**src/design/nearest_neighbour_downscaler_macros.svh**
```systemverilog
// Assertion macros used by the downscaler RTL (nnd_sel).
// No dependencies; include by bare file name.
`ifndef NEAREST_NEIGHBOUR_DOWNSCALER_MACROS_SVH
`define NEAREST_NEIGHBOUR_DOWNSCALER_MACROS_SVH

// Consequent checked in the same cycle as the antecedent.
`define NND_ASSERT_SAME(lbl, clk, rst_n, ante, cons) \
    lbl: assert property (@(posedge clk) disable iff (!rst_n) (ante) |-> (cons)) \
        else $error("nnd: same-cycle check failed");

// Consequent checked in the cycle after the antecedent.
`define NND_ASSERT_NEXT(lbl, clk, rst_n, ante, cons) \
    lbl: assert property (@(posedge clk) disable iff (!rst_n) (ante) |=> (cons)) \
        else $error("nnd: next-cycle check failed");

`endif

```
**src/design/nnd_pkg.sv**
```systemverilog
// Shared constants, types and helper functions for the downscaler.
// No dependencies.
package nnd_pkg;

    localparam int NND_MAX_DIM   = 4096;
    localparam int NND_PCT_BASE  = 100;
    localparam int NND_SCALE_W   = 7;
    localparam int NND_DIM_W     = 13;
    localparam int NND_PIX_W     = 8;
    localparam int NND_CFG_IDX_W = 2;
    localparam int NND_CFG_DAT_W = 13;

    localparam int NND_RST_SCALE  = 50;
    localparam int NND_RST_WIDTH  = 640;
    localparam int NND_RST_HEIGHT = 480;

    localparam logic [NND_CFG_IDX_W-1:0] REG_SCALE  = 2'd0;
    localparam logic [NND_CFG_IDX_W-1:0] REG_WIDTH  = 2'd1;
    localparam logic [NND_CFG_IDX_W-1:0] REG_HEIGHT = 2'd2;

    typedef struct packed {
        logic hit;
        logic last;
    } t_sel;

    function automatic int nnd_clamp_dim(input int v, input int max_dim);
        int r;
        r = v;
        if (v < 1) begin
            r = 1;
        end else if (v > max_dim) begin
            r = max_dim;
        end
        return r;
    endfunction

endpackage

```
**src/design/nnd_if.sv**
```systemverilog
// Handshake interfaces for source pixels, output pixels and register writes.
// Depends on nnd_pkg.
interface nnd_pix_in_if;
    import nnd_pkg::*;
    logic                 valid;
    logic                 ready;
    logic [NND_PIX_W-1:0] in_red;
    logic [NND_PIX_W-1:0] in_green;
    logic [NND_PIX_W-1:0] in_blue;

    modport source (output valid, in_red, in_green, in_blue, input ready);
    modport sink   (input valid, in_red, in_green, in_blue, output ready);
endinterface

interface nnd_pix_out_if;
    import nnd_pkg::*;
    logic                 valid;
    logic                 ready;
    logic [NND_PIX_W-1:0] out_red;
    logic [NND_PIX_W-1:0] out_green;
    logic [NND_PIX_W-1:0] out_blue;
    logic                 frame_last;

    modport source (output valid, out_red, out_green, out_blue, frame_last, input ready);
    modport sink   (input valid, out_red, out_green, out_blue, frame_last, output ready);
endinterface

interface nnd_cfg_if;
    import nnd_pkg::*;
    logic                     valid;
    logic                     ready;
    logic [NND_CFG_IDX_W-1:0] index;
    logic [NND_CFG_DAT_W-1:0] data;

    modport source (output valid, index, data, input ready);
    modport sink   (input valid, index, data, output ready);
endinterface

```
**src/design/nnd_sel.sv**
```systemverilog
// Row/column selection: position counters and running target/source sums.
// Depends on nnd_pkg and nearest_neighbour_downscaler_macros.svh.
`include "nearest_neighbour_downscaler_macros.svh"

module nnd_sel #(
    parameter int MAX_DIM = nnd_pkg::NND_MAX_DIM,
    parameter int CW      = $clog2(MAX_DIM),
    parameter int SW      = $clog2(128 * MAX_DIM)
) (
    input  logic                         i_clk,
    input  logic                         i_rst_n,
    input  logic                         i_accept,
    input  logic [nnd_pkg::NND_SCALE_W-1:0] i_scale,
    input  logic [CW-1:0]                i_w_last,
    input  logic [CW-1:0]                i_h_last,
    input  logic [SW-1:0]                i_wp,
    input  logic [SW-1:0]                i_hp,
    output nnd_pkg::t_sel                o_sel
);
    import nnd_pkg::*;

    localparam logic [SW:0] BASE1 = (SW+1)'(NND_PCT_BASE);
    localparam logic [SW:0] BASE2 = (SW+1)'(2 * NND_PCT_BASE);
    localparam logic [SW-1:0] BASE = SW'(NND_PCT_BASE);

    logic [CW-1:0] r_scol, n_scol;
    logic [CW-1:0] r_srow, n_srow;
    logic [SW-1:0] r_tsum_c, n_tsum_c;
    logic [SW-1:0] r_tsum_r, n_tsum_r;
    logic [SW-1:0] r_ssum_c, n_ssum_c;
    logic [SW-1:0] r_ssum_r, n_ssum_r;

    logic          p_ok;
    logic [SW:0]   p_ext;
    logic          col_sel, row_sel;
    logic          col_last, row_last;
    logic          row_end, frame_end;

    always_comb begin
        p_ok      = (i_scale != '0) && ({1'b0, i_scale} < 8'(NND_PCT_BASE));
        p_ext     = (SW+1)'(i_scale);
        col_sel   = p_ok && (({1'b0, r_tsum_c} + BASE1) <= {1'b0, i_wp})
                    && ({1'b0, r_tsum_c} < ({1'b0, r_ssum_c} + p_ext));
        row_sel   = p_ok && (({1'b0, r_tsum_r} + BASE1) <= {1'b0, i_hp})
                    && ({1'b0, r_tsum_r} < ({1'b0, r_ssum_r} + p_ext));
        col_last  = ({1'b0, r_tsum_c} + BASE2) > {1'b0, i_wp};
        row_last  = ({1'b0, r_tsum_r} + BASE2) > {1'b0, i_hp};
        row_end   = r_scol >= i_w_last;
        frame_end = r_srow >= i_h_last;

        o_sel.hit  = col_sel && row_sel;
        o_sel.last = col_last && row_last;

        n_scol   = r_scol;
        n_srow   = r_srow;
        n_tsum_c = r_tsum_c;
        n_tsum_r = r_tsum_r;
        n_ssum_c = r_ssum_c;
        n_ssum_r = r_ssum_r;
        if (i_accept) begin
            if (row_end) begin
                n_scol   = '0;
                n_tsum_c = '0;
                n_ssum_c = '0;
                if (frame_end) begin
                    n_srow   = '0;
                    n_tsum_r = '0;
                    n_ssum_r = '0;
                end else begin
                    if (row_sel) begin
                        n_tsum_r = r_tsum_r + BASE;
                    end
                    n_srow   = r_srow + 1'b1;
                    n_ssum_r = r_ssum_r + SW'(i_scale);
                end
            end else begin
                if (col_sel) begin
                    n_tsum_c = r_tsum_c + BASE;
                end
                n_scol   = r_scol + 1'b1;
                n_ssum_c = r_ssum_c + SW'(i_scale);
            end
        end
    end

    always_ff @(posedge i_clk) begin
        if (!i_rst_n) begin
            r_scol   <= '0;
            r_srow   <= '0;
            r_tsum_c <= '0;
            r_tsum_r <= '0;
            r_ssum_c <= '0;
            r_ssum_r <= '0;
        end else begin
            r_scol   <= n_scol;
            r_srow   <= n_srow;
            r_tsum_c <= n_tsum_c;
            r_tsum_r <= n_tsum_r;
            r_ssum_c <= n_ssum_c;
            r_ssum_r <= n_ssum_r;
        end
    end

    `NND_ASSERT_NEXT(a_frame_wrap, i_clk, i_rst_n, i_rst_n && i_accept && row_end && frame_end, r_scol == '0 && r_srow == '0 && r_tsum_r == '0 && r_ssum_r == '0)
    `NND_ASSERT_NEXT(a_col_step, i_clk, i_rst_n, i_rst_n && i_accept && !row_end, r_scol == $past(r_scol) + 1'b1)
    `NND_ASSERT_NEXT(a_col_target, i_clk, i_rst_n, i_rst_n && i_accept && !row_end && col_sel, r_tsum_c == $past(r_tsum_c) + BASE)

endmodule

```
**src/design/nearest_neighbour_downscaler.sv**
```systemverilog
// Nearest-neighbor RGB downscaler: top level, register file and output register.
// Latency: a selected pixel appears on o_pix the cycle after its input transfer.
// Throughput: one source pixel per clock; o_pix stalls back-pressure i_pix only
// while the output register is full. Reset clears position state and loads
// scale 50, width 640, height 480. Depends on nnd_pkg, nnd_if and nnd_sel.
module nearest_neighbour_downscaler #(
    parameter int MAX_DIM = nnd_pkg::NND_MAX_DIM
) (
    input  logic              i_clk,
    input  logic              i_rst_n,
    nnd_pix_in_if.sink        i_pix,
    nnd_pix_out_if.source     o_pix,
    nnd_cfg_if.sink           i_cfg
);
    import nnd_pkg::*;

    localparam int CW = $clog2(MAX_DIM);
    localparam int DW = $clog2(MAX_DIM + 1);
    localparam int SW = $clog2(128 * MAX_DIM);

    localparam int RST_WC = nnd_clamp_dim(NND_RST_WIDTH, MAX_DIM);
    localparam int RST_HC = nnd_clamp_dim(NND_RST_HEIGHT, MAX_DIM);

    logic [NND_SCALE_W-1:0] r_scale;
    logic [DW-1:0]          r_wc, r_hc;
    logic [CW-1:0]          r_w_last, r_h_last;
    logic [SW-1:0]          r_wp, r_hp;

    logic [DW-1:0]          n_dim;
    logic [NND_SCALE_W-1:0] n_scale;

    logic                   accept;
    t_sel                   sel;

    logic                   r_out_valid;
    logic [NND_PIX_W-1:0]   r_red, r_green, r_blue;
    logic                   r_last;

    assign i_cfg.ready = 1'b1;
    assign n_dim       = DW'(nnd_clamp_dim(int'(i_cfg.data), MAX_DIM));
    assign n_scale     = i_cfg.data[NND_SCALE_W-1:0];

    always_ff @(posedge i_clk) begin
        if (!i_rst_n) begin
            r_scale  <= NND_SCALE_W'(NND_RST_SCALE);
            r_wc     <= DW'(RST_WC);
            r_hc     <= DW'(RST_HC);
            r_w_last <= CW'(RST_WC - 1);
            r_h_last <= CW'(RST_HC - 1);
            r_wp     <= SW'(RST_WC * NND_RST_SCALE);
            r_hp     <= SW'(RST_HC * NND_RST_SCALE);
        end else if (i_cfg.valid) begin
            case (i_cfg.index)
                REG_SCALE: begin
                    r_scale <= n_scale;
                    r_wp    <= SW'(r_wc) * SW'(n_scale);
                    r_hp    <= SW'(r_hc) * SW'(n_scale);
                end
                REG_WIDTH: begin
                    r_wc     <= n_dim;
                    r_w_last <= CW'(n_dim - 1'b1);
                    r_wp     <= SW'(n_dim) * SW'(r_scale);
                end
                REG_HEIGHT: begin
                    r_hc     <= n_dim;
                    r_h_last <= CW'(n_dim - 1'b1);
                    r_hp     <= SW'(n_dim) * SW'(r_scale);
                end
                default: begin
                end
            endcase
        end
    end

    assign i_pix.ready = !r_out_valid || o_pix.ready;
    assign accept      = i_pix.valid && i_pix.ready;

    nnd_sel #(
        .MAX_DIM (MAX_DIM),
        .CW      (CW),
        .SW      (SW)
    ) u_sel (
        .i_clk    (i_clk),
        .i_rst_n  (i_rst_n),
        .i_accept (accept),
        .i_scale  (r_scale),
        .i_w_last (r_w_last),
        .i_h_last (r_h_last),
        .i_wp     (r_wp),
        .i_hp     (r_hp),
        .o_sel    (sel)
    );

    // hold the result until the downstream transfer; reload on a selected pixel
    always_ff @(posedge i_clk) begin
        if (!i_rst_n) begin
            r_out_valid <= 1'b0;
        end else if (accept && sel.hit) begin
            r_out_valid <= 1'b1;
        end else if (o_pix.ready) begin
            r_out_valid <= 1'b0;
        end
    end

    always_ff @(posedge i_clk) begin
        if (accept && sel.hit) begin
            r_red   <= i_pix.in_red;
            r_green <= i_pix.in_green;
            r_blue  <= i_pix.in_blue;
            r_last  <= sel.last;
        end
    end

    assign o_pix.valid      = r_out_valid;
    assign o_pix.out_red    = r_red;
    assign o_pix.out_green  = r_green;
    assign o_pix.out_blue   = r_blue;
    assign o_pix.frame_last = r_last;

endmodule

```
**src/flat_wrapper.sv**
```systemverilog
// flat-port wrapper written by rule: the top's interface ports become plain ports
module nearest_neighbour_downscaler_flat import nnd_pkg::*;
#(
    parameter int MAX_DIM = nnd_pkg::NND_MAX_DIM
)
  (i_clk, i_rst_n, i_pix_valid, i_pix_in_red, i_pix_in_green, i_pix_in_blue, i_pix_ready, o_pix_valid, o_pix_out_red, o_pix_out_green, o_pix_out_blue, o_pix_frame_last, o_pix_ready, i_cfg_valid, i_cfg_index, i_cfg_data, i_cfg_ready);
  nnd_pix_in_if i_pix_i ();
  nnd_pix_out_if o_pix_i ();
  nnd_cfg_if i_cfg_i ();
  input  logic i_clk;
  input  logic i_rst_n;
  input wire logic [$bits(i_pix_i.valid)-1:0] i_pix_valid;
  input wire logic [$bits(i_pix_i.in_red)-1:0] i_pix_in_red;
  input wire logic [$bits(i_pix_i.in_green)-1:0] i_pix_in_green;
  input wire logic [$bits(i_pix_i.in_blue)-1:0] i_pix_in_blue;
  output wire logic [$bits(i_pix_i.ready)-1:0] i_pix_ready;
  output wire logic [$bits(o_pix_i.valid)-1:0] o_pix_valid;
  output wire logic [$bits(o_pix_i.out_red)-1:0] o_pix_out_red;
  output wire logic [$bits(o_pix_i.out_green)-1:0] o_pix_out_green;
  output wire logic [$bits(o_pix_i.out_blue)-1:0] o_pix_out_blue;
  output wire logic [$bits(o_pix_i.frame_last)-1:0] o_pix_frame_last;
  input wire logic [$bits(o_pix_i.ready)-1:0] o_pix_ready;
  input wire logic [$bits(i_cfg_i.valid)-1:0] i_cfg_valid;
  input wire logic [$bits(i_cfg_i.index)-1:0] i_cfg_index;
  input wire logic [$bits(i_cfg_i.data)-1:0] i_cfg_data;
  output wire logic [$bits(i_cfg_i.ready)-1:0] i_cfg_ready;
  assign i_pix_i.valid = i_pix_valid;
  assign i_pix_i.in_red = i_pix_in_red;
  assign i_pix_i.in_green = i_pix_in_green;
  assign i_pix_i.in_blue = i_pix_in_blue;
  assign i_pix_ready = i_pix_i.ready;
  assign o_pix_valid = o_pix_i.valid;
  assign o_pix_out_red = o_pix_i.out_red;
  assign o_pix_out_green = o_pix_i.out_green;
  assign o_pix_out_blue = o_pix_i.out_blue;
  assign o_pix_frame_last = o_pix_i.frame_last;
  assign o_pix_i.ready = o_pix_ready;
  assign i_cfg_i.valid = i_cfg_valid;
  assign i_cfg_i.index = i_cfg_index;
  assign i_cfg_i.data = i_cfg_data;
  assign i_cfg_ready = i_cfg_i.ready;
  nearest_neighbour_downscaler #(.MAX_DIM(MAX_DIM)) u_core (.i_clk(i_clk), .i_rst_n(i_rst_n), .i_pix(i_pix_i), .o_pix(o_pix_i), .i_cfg(i_cfg_i));
endmodule
```
**config.mk**
```make
export PLATFORM = sky130hd
export DESIGN_NAME = nearest_neighbour_downscaler_flat
export DESIGN_NICKNAME = d
export VERILOG_FILES = /design/src/design/nnd_pkg.sv /design/src/design/nnd_if.sv /design/src/design/nnd_sel.sv /design/src/design/nearest_neighbour_downscaler.sv /design/src/flat_wrapper.sv
export VERILOG_INCLUDE_DIRS = /design/src /design/src/design
export SDC_FILE = /design/constraint.sdc
export NUM_CORES = 1
export LEC_CHECK = 0
export BUFFER_PORTS_ARGS = -buffer_cell sky130_fd_sc_hd__clkbuf_2
export CAP_MARGIN = 20
export CORE_UTILIZATION = 35
export DETAILED_ROUTE_END_ITERATION = 8
export SETUP_SLACK_MARGIN = 0.3
export SLEW_MARGIN = 10
export SYNTH_ARGS = -nofsm -noshare
export SYNTH_HDL_FRONTEND = slang
export SYNTH_SLANG_ARGS = --single-unit
```
**constraint.sdc**
```tcl
create_clock -name i_clk -period 9.6 [get_ports i_clk]
set_input_delay 0.48 -clock i_clk [delete_from_list [all_inputs] [get_ports i_clk]]
set_output_delay 0.48 -clock i_clk [all_outputs]
set_load 0.005 [all_outputs]
```
==> summary.txt <==
Die
  – Die ar.: 64900 µm²
  – Core ar.: 63100 µm²
  – I/O Pins: 72
  – Initial Util: 0.354
  – # rows: slightly above 90
  – Die W: approximately 250 µm
  – Die height: 255 µm

Global routing
  – Global-route wire length before repair: 101000 µm
  – Grt met3 use: 0.0257
  – Vias in the first global route: 17900
  – Met1 Track Usage GR: 0.276
  – Total Routing Usage GR: 0.197
  – Initial antenna violation count: 1
  – Met2 Usage GRT: 0.317
  – Largest net degree at the start of global routing: 67
  – GR peak layer: met2
  – GRT overflow: 0

Cells and area
  – Area grow syn2layout: 8.44%
  – Post-route cell area: 24200 µm²
  – Share of post-route cells with drive strength above 1: 0.0751
  – Ant diodes: 0
  – Final core utilization: 0.384
  – Final net count: 3102

Clock network
  – Post-CTS Resized: 0
  – Root buf cell: clkbuf_16
  – Max Root-Sink Buffers: 3
  – Total CTS buffers: 28
  – Hold Buf Count CTS: 0
  – CTS tree: done
  – Clk Latency, worst-skew pair: 0.59 ns
  – H-tree lvl count: 1
  – CTS clk-pin slew, worst paths: 0.06 ns
  – Post-CTS setup buffers: 0
  – Clock sinks: 217

Drt
  – Drt pass-1 iters: 5
  – Via count: 18600
  – Final wirelength: about 63000 µm
  – Via-per-instance ratio: ~5.3
  – ANT nets after route: 0
  – Per-cell routed wire length: 18.0 µm
  – DRC viols: 0
  – DRT iter0 DRCs: 1380

STA
  – Worst-Margin Slew: 1.07 ns
  – Setup violators final: 0
  – Slew Limit Headroom: 0.284
  – Setup_tns: 0 ns
  – Period utilization: 0.639
  – Final hold viol count: 0
  – F_max: 0.163 GHz
  – Final Skew: 0.0266 ns
  – Fin. max-slew vios: 0
  – Fin crit period: 6.14 ns
  – RSZ-0062 raised after global routing: no
  – Worst hold slack: 0.0634 ns

Critical path
  – Worst r2r src: u_core.r_scale[3]$_SDFFE_PN0P_
  – Arr. time, crit path: 6.61 ns
  – CP endpoint kind: register
  – Worst path required time: 10.07 ns
  – Worst Setup EP: u_core.r_hp[17]$_SDFFE_PN0P_
  – Max stage delay on crit path: 0.65 ns
  – CP top delay family: adder cells
  – Worst Path Max Fanout: 29
  – Setup crit start kind: input port
  – Crit-path cells: clkbuf_2, nor4_1, a41oi_1, nor2_1, nand2_1, fa_1, fa_1, inv_1, fa_1, inv_1, fa_1, inv_1, ha_1, nor3_1, nor2_1, nand3_1, a41o_1, a21boi_1, xor2_1, a221oi_1, a211oi_1
  – Setup CP Type: in -> reg
  – Crit path buffers/inverters: 4
  – Worst path depth: 21
  – Reg2Reg Setup Slack: between 3 and 4 ns
  – Crit path from: i_cfg_data[1]
  – Critical Path Most Common Cell: fa_1
  – Crit path max-delay cell type: nor4_1
  – FF-to-FF End: u_core.o_pix.out_blue[5]$_DFFE_PP_
  – R2R cell count: 17

Logic synthesis
  – Synth cell count leaders: nand2_1 (362), inv_1 (275), ha_1 (255), dfxtp_1 (192), fa_1 (161)
  – Mapped cell area: 22300 µm²
  – Async S/R FF share, synth: 0
  – Post-synth top area share: 0.172
  – Most area-hungry cell type in the Yosys netlist: dfxtp_1
  – Count leader, synth: nand2_1
  – Ys flop type: dfxtp_1
  – Post-synth cell types: 95
  – #FFs+latches synth: roughly 220
  – Synthesized Nets: 3129
  – Syn Inst Count: 2669
  – Synth Warn #: 0
  – Avg Cell Area, Syn: 8.37 µm²
  – Post-synth EDFFs: 25
  – Post-synthesis sequential area ratio: 0.206
  – Area contributors post-synth: dfxtp_1 (17%), fa_1 (14%), ha_1 (14%)

Power and ir drop
  – Pwr dens: 133 nW/µm²
  – Leak Pwr: between 10 and 15 nW
  – Maximum resistive drop on vdd: between 0.0001 and 0.00015 V

Hold path
  – HP Class: in -> reg

Place
  – Gpl congestion: a little over 0.9
  – Cell Area, Placed: 23300 µm²
  – IO Port Bufs: 70
  – DP Wirelength: 47600 µm

Run status
  – Status: finished, final reports clean

Flow run
  – Max cap viols: 0
[sequential cells by signal (all words and copies together) (netlist names)]
| name | flops |
|---|---|
| u_core.r_wp | 19 |
| u_core.r_hp | 19 |
| u_core.u_sel.r_ssum_r | 19 |
| u_core.o_pix.out_red | 8 |
| u_core.u_sel.r_ssum_c | 19 |
| u_core.o_pix.frame_last | 1 |
| u_core.o_pix.valid | 1 |
| u_core.r_hc | 13 |
| u_core.o_pix.out_blue | 8 |
| u_core.o_pix.out_green | 8 |
| u_core.r_w_last | 12 |
| u_core.u_sel.r_tsum_r | 17 |
| u_core.r_h_last | 12 |
| u_core.r_scale | 7 |
| u_core.u_sel.r_srow | 12 |
| u_core.r_wc | 13 |
| u_core.u_sel.r_scol | 12 |
| u_core.u_sel.r_tsum_c | 17 |
[stage by stage]
| stage | std cells | setup slack [ns] | total power [W] |
|---|---|---|---|
| 6_report | 3509 | 3.46 | 0.00323 |
| 2_1_floorplan | 2669 | 4.14 | 0.00184 |
| 4_1_cts | 3505 | 3.56 | 0.00325 |
| 3_5_place_dp | 3454 | 2.99 | 0.00219 |
| 3_3_place_gp | 3454 | 3.08 | 0.00219 |
| 5_1_grt | 3509 | 3.05 | 0.00343 |
[area by class of cell]
class                   count  area [µm²]
clock inverters            15         161
clock buffers              36         751
well taps                 846        1060
flip-flops and latches    217        4590
repair buffers             99         593
fillers                  6581       38900
multi-input cells        2019       16000
inverters                 277        1040
[layout by cell type, fill, tap and decap left out, types with 9 or more instances in the layout]
master,n
a211oi_1,43
a21o_1,50
a21oi_1,139
a221oi_1,10
a2bb2oi_1,9
a31oi_1,16
and2_1,100
and3_1,37
and4_1,9
buf_4,27
clkbuf_16,28
clkbuf_2,69
dfxtp_1,192
edfxtp_1,25
fa_1,161
ha_1,255
inv_1,274
nand2_1,362
nand2b_1,11
nand3_1,91
nand4_1,43
nor2_1,149
nor2b_1,21
nor3_1,17
o211ai_1,36
o21a_1,16
o21ai_0,47
o21ai_1,19
o21bai_1,10
o221ai_2,9
o31ai_1,9
or3_1,21
or4_1,10
xnor2_1,84
xor2_1,83
[power breakdown]
group | internal [W] | total, W | switching (W) | leakage [nW]
Clock | 0.000609 | 0.00105 | 0.000445 | 0.436
Sequential | 0.000999 | 0.00106 | 0.0000603 | 1.80
Combinational | 0.000408 | 0.00112 | 0.000709 | 9.03
Total | 0.00202 | 0.00323 | 0.00121 | 11.3
[layer usage]
layer,vias up,wire length [µm]
li1,9021,-
met1,9007,29800
met2,482,28100
met3,94,3530
met4,2,1810
met5,-,13
[how the worst min path moves through the flow]
stage / endpoint / startpoint / cells after the start
after floorplan: u_core.r_hp[4]$_SDFFE_PN0P_ / u_core.r_hp[4]$_SDFFE_PN0P_ / 2
after global placement: u_core.r_wp[4]$_SDFFE_PN0P_ / u_core.r_wp[4]$_SDFFE_PN0P_ / 2
after detailed placement: u_core.u_sel.r_ssum_c[2]$_SDFFE_PN0P_ / u_core.u_sel.r_ssum_c[2]$_SDFFE_PN0P_ / 2
after CTS: u_core.o_pix.out_red[1]$_DFFE_PP_ / i_pix_in_red[1] / 1
after global routing: u_core.o_pix.out_green[3]$_DFFE_PP_ / i_pix_in_green[3] / 1
final: u_core.o_pix.out_red[1]$_DFFE_PP_ / i_pix_in_red[1] / 1
[cells by family (layout without fill, tap and decap cells)]
logic type / Yosys count / in the layout / synth area share
DFF: 217 / 217 / 0.206
muxes: 7 / 7 / 0.00314
and+or+nand+nor: 923 / 923 / 0.202
other: 1 / 1 / 0.000168
adders and majority gates: 416 / 416 / 0.287
buffers and inverters: 433 / 427 / 0.0770
xor gates and xnor gates: 167 / 167 / 0.0655
AOI/OAI and AO/OA: 505 / 505 / 0.159
Note: power is estimated with default switching activity, not from simulation.
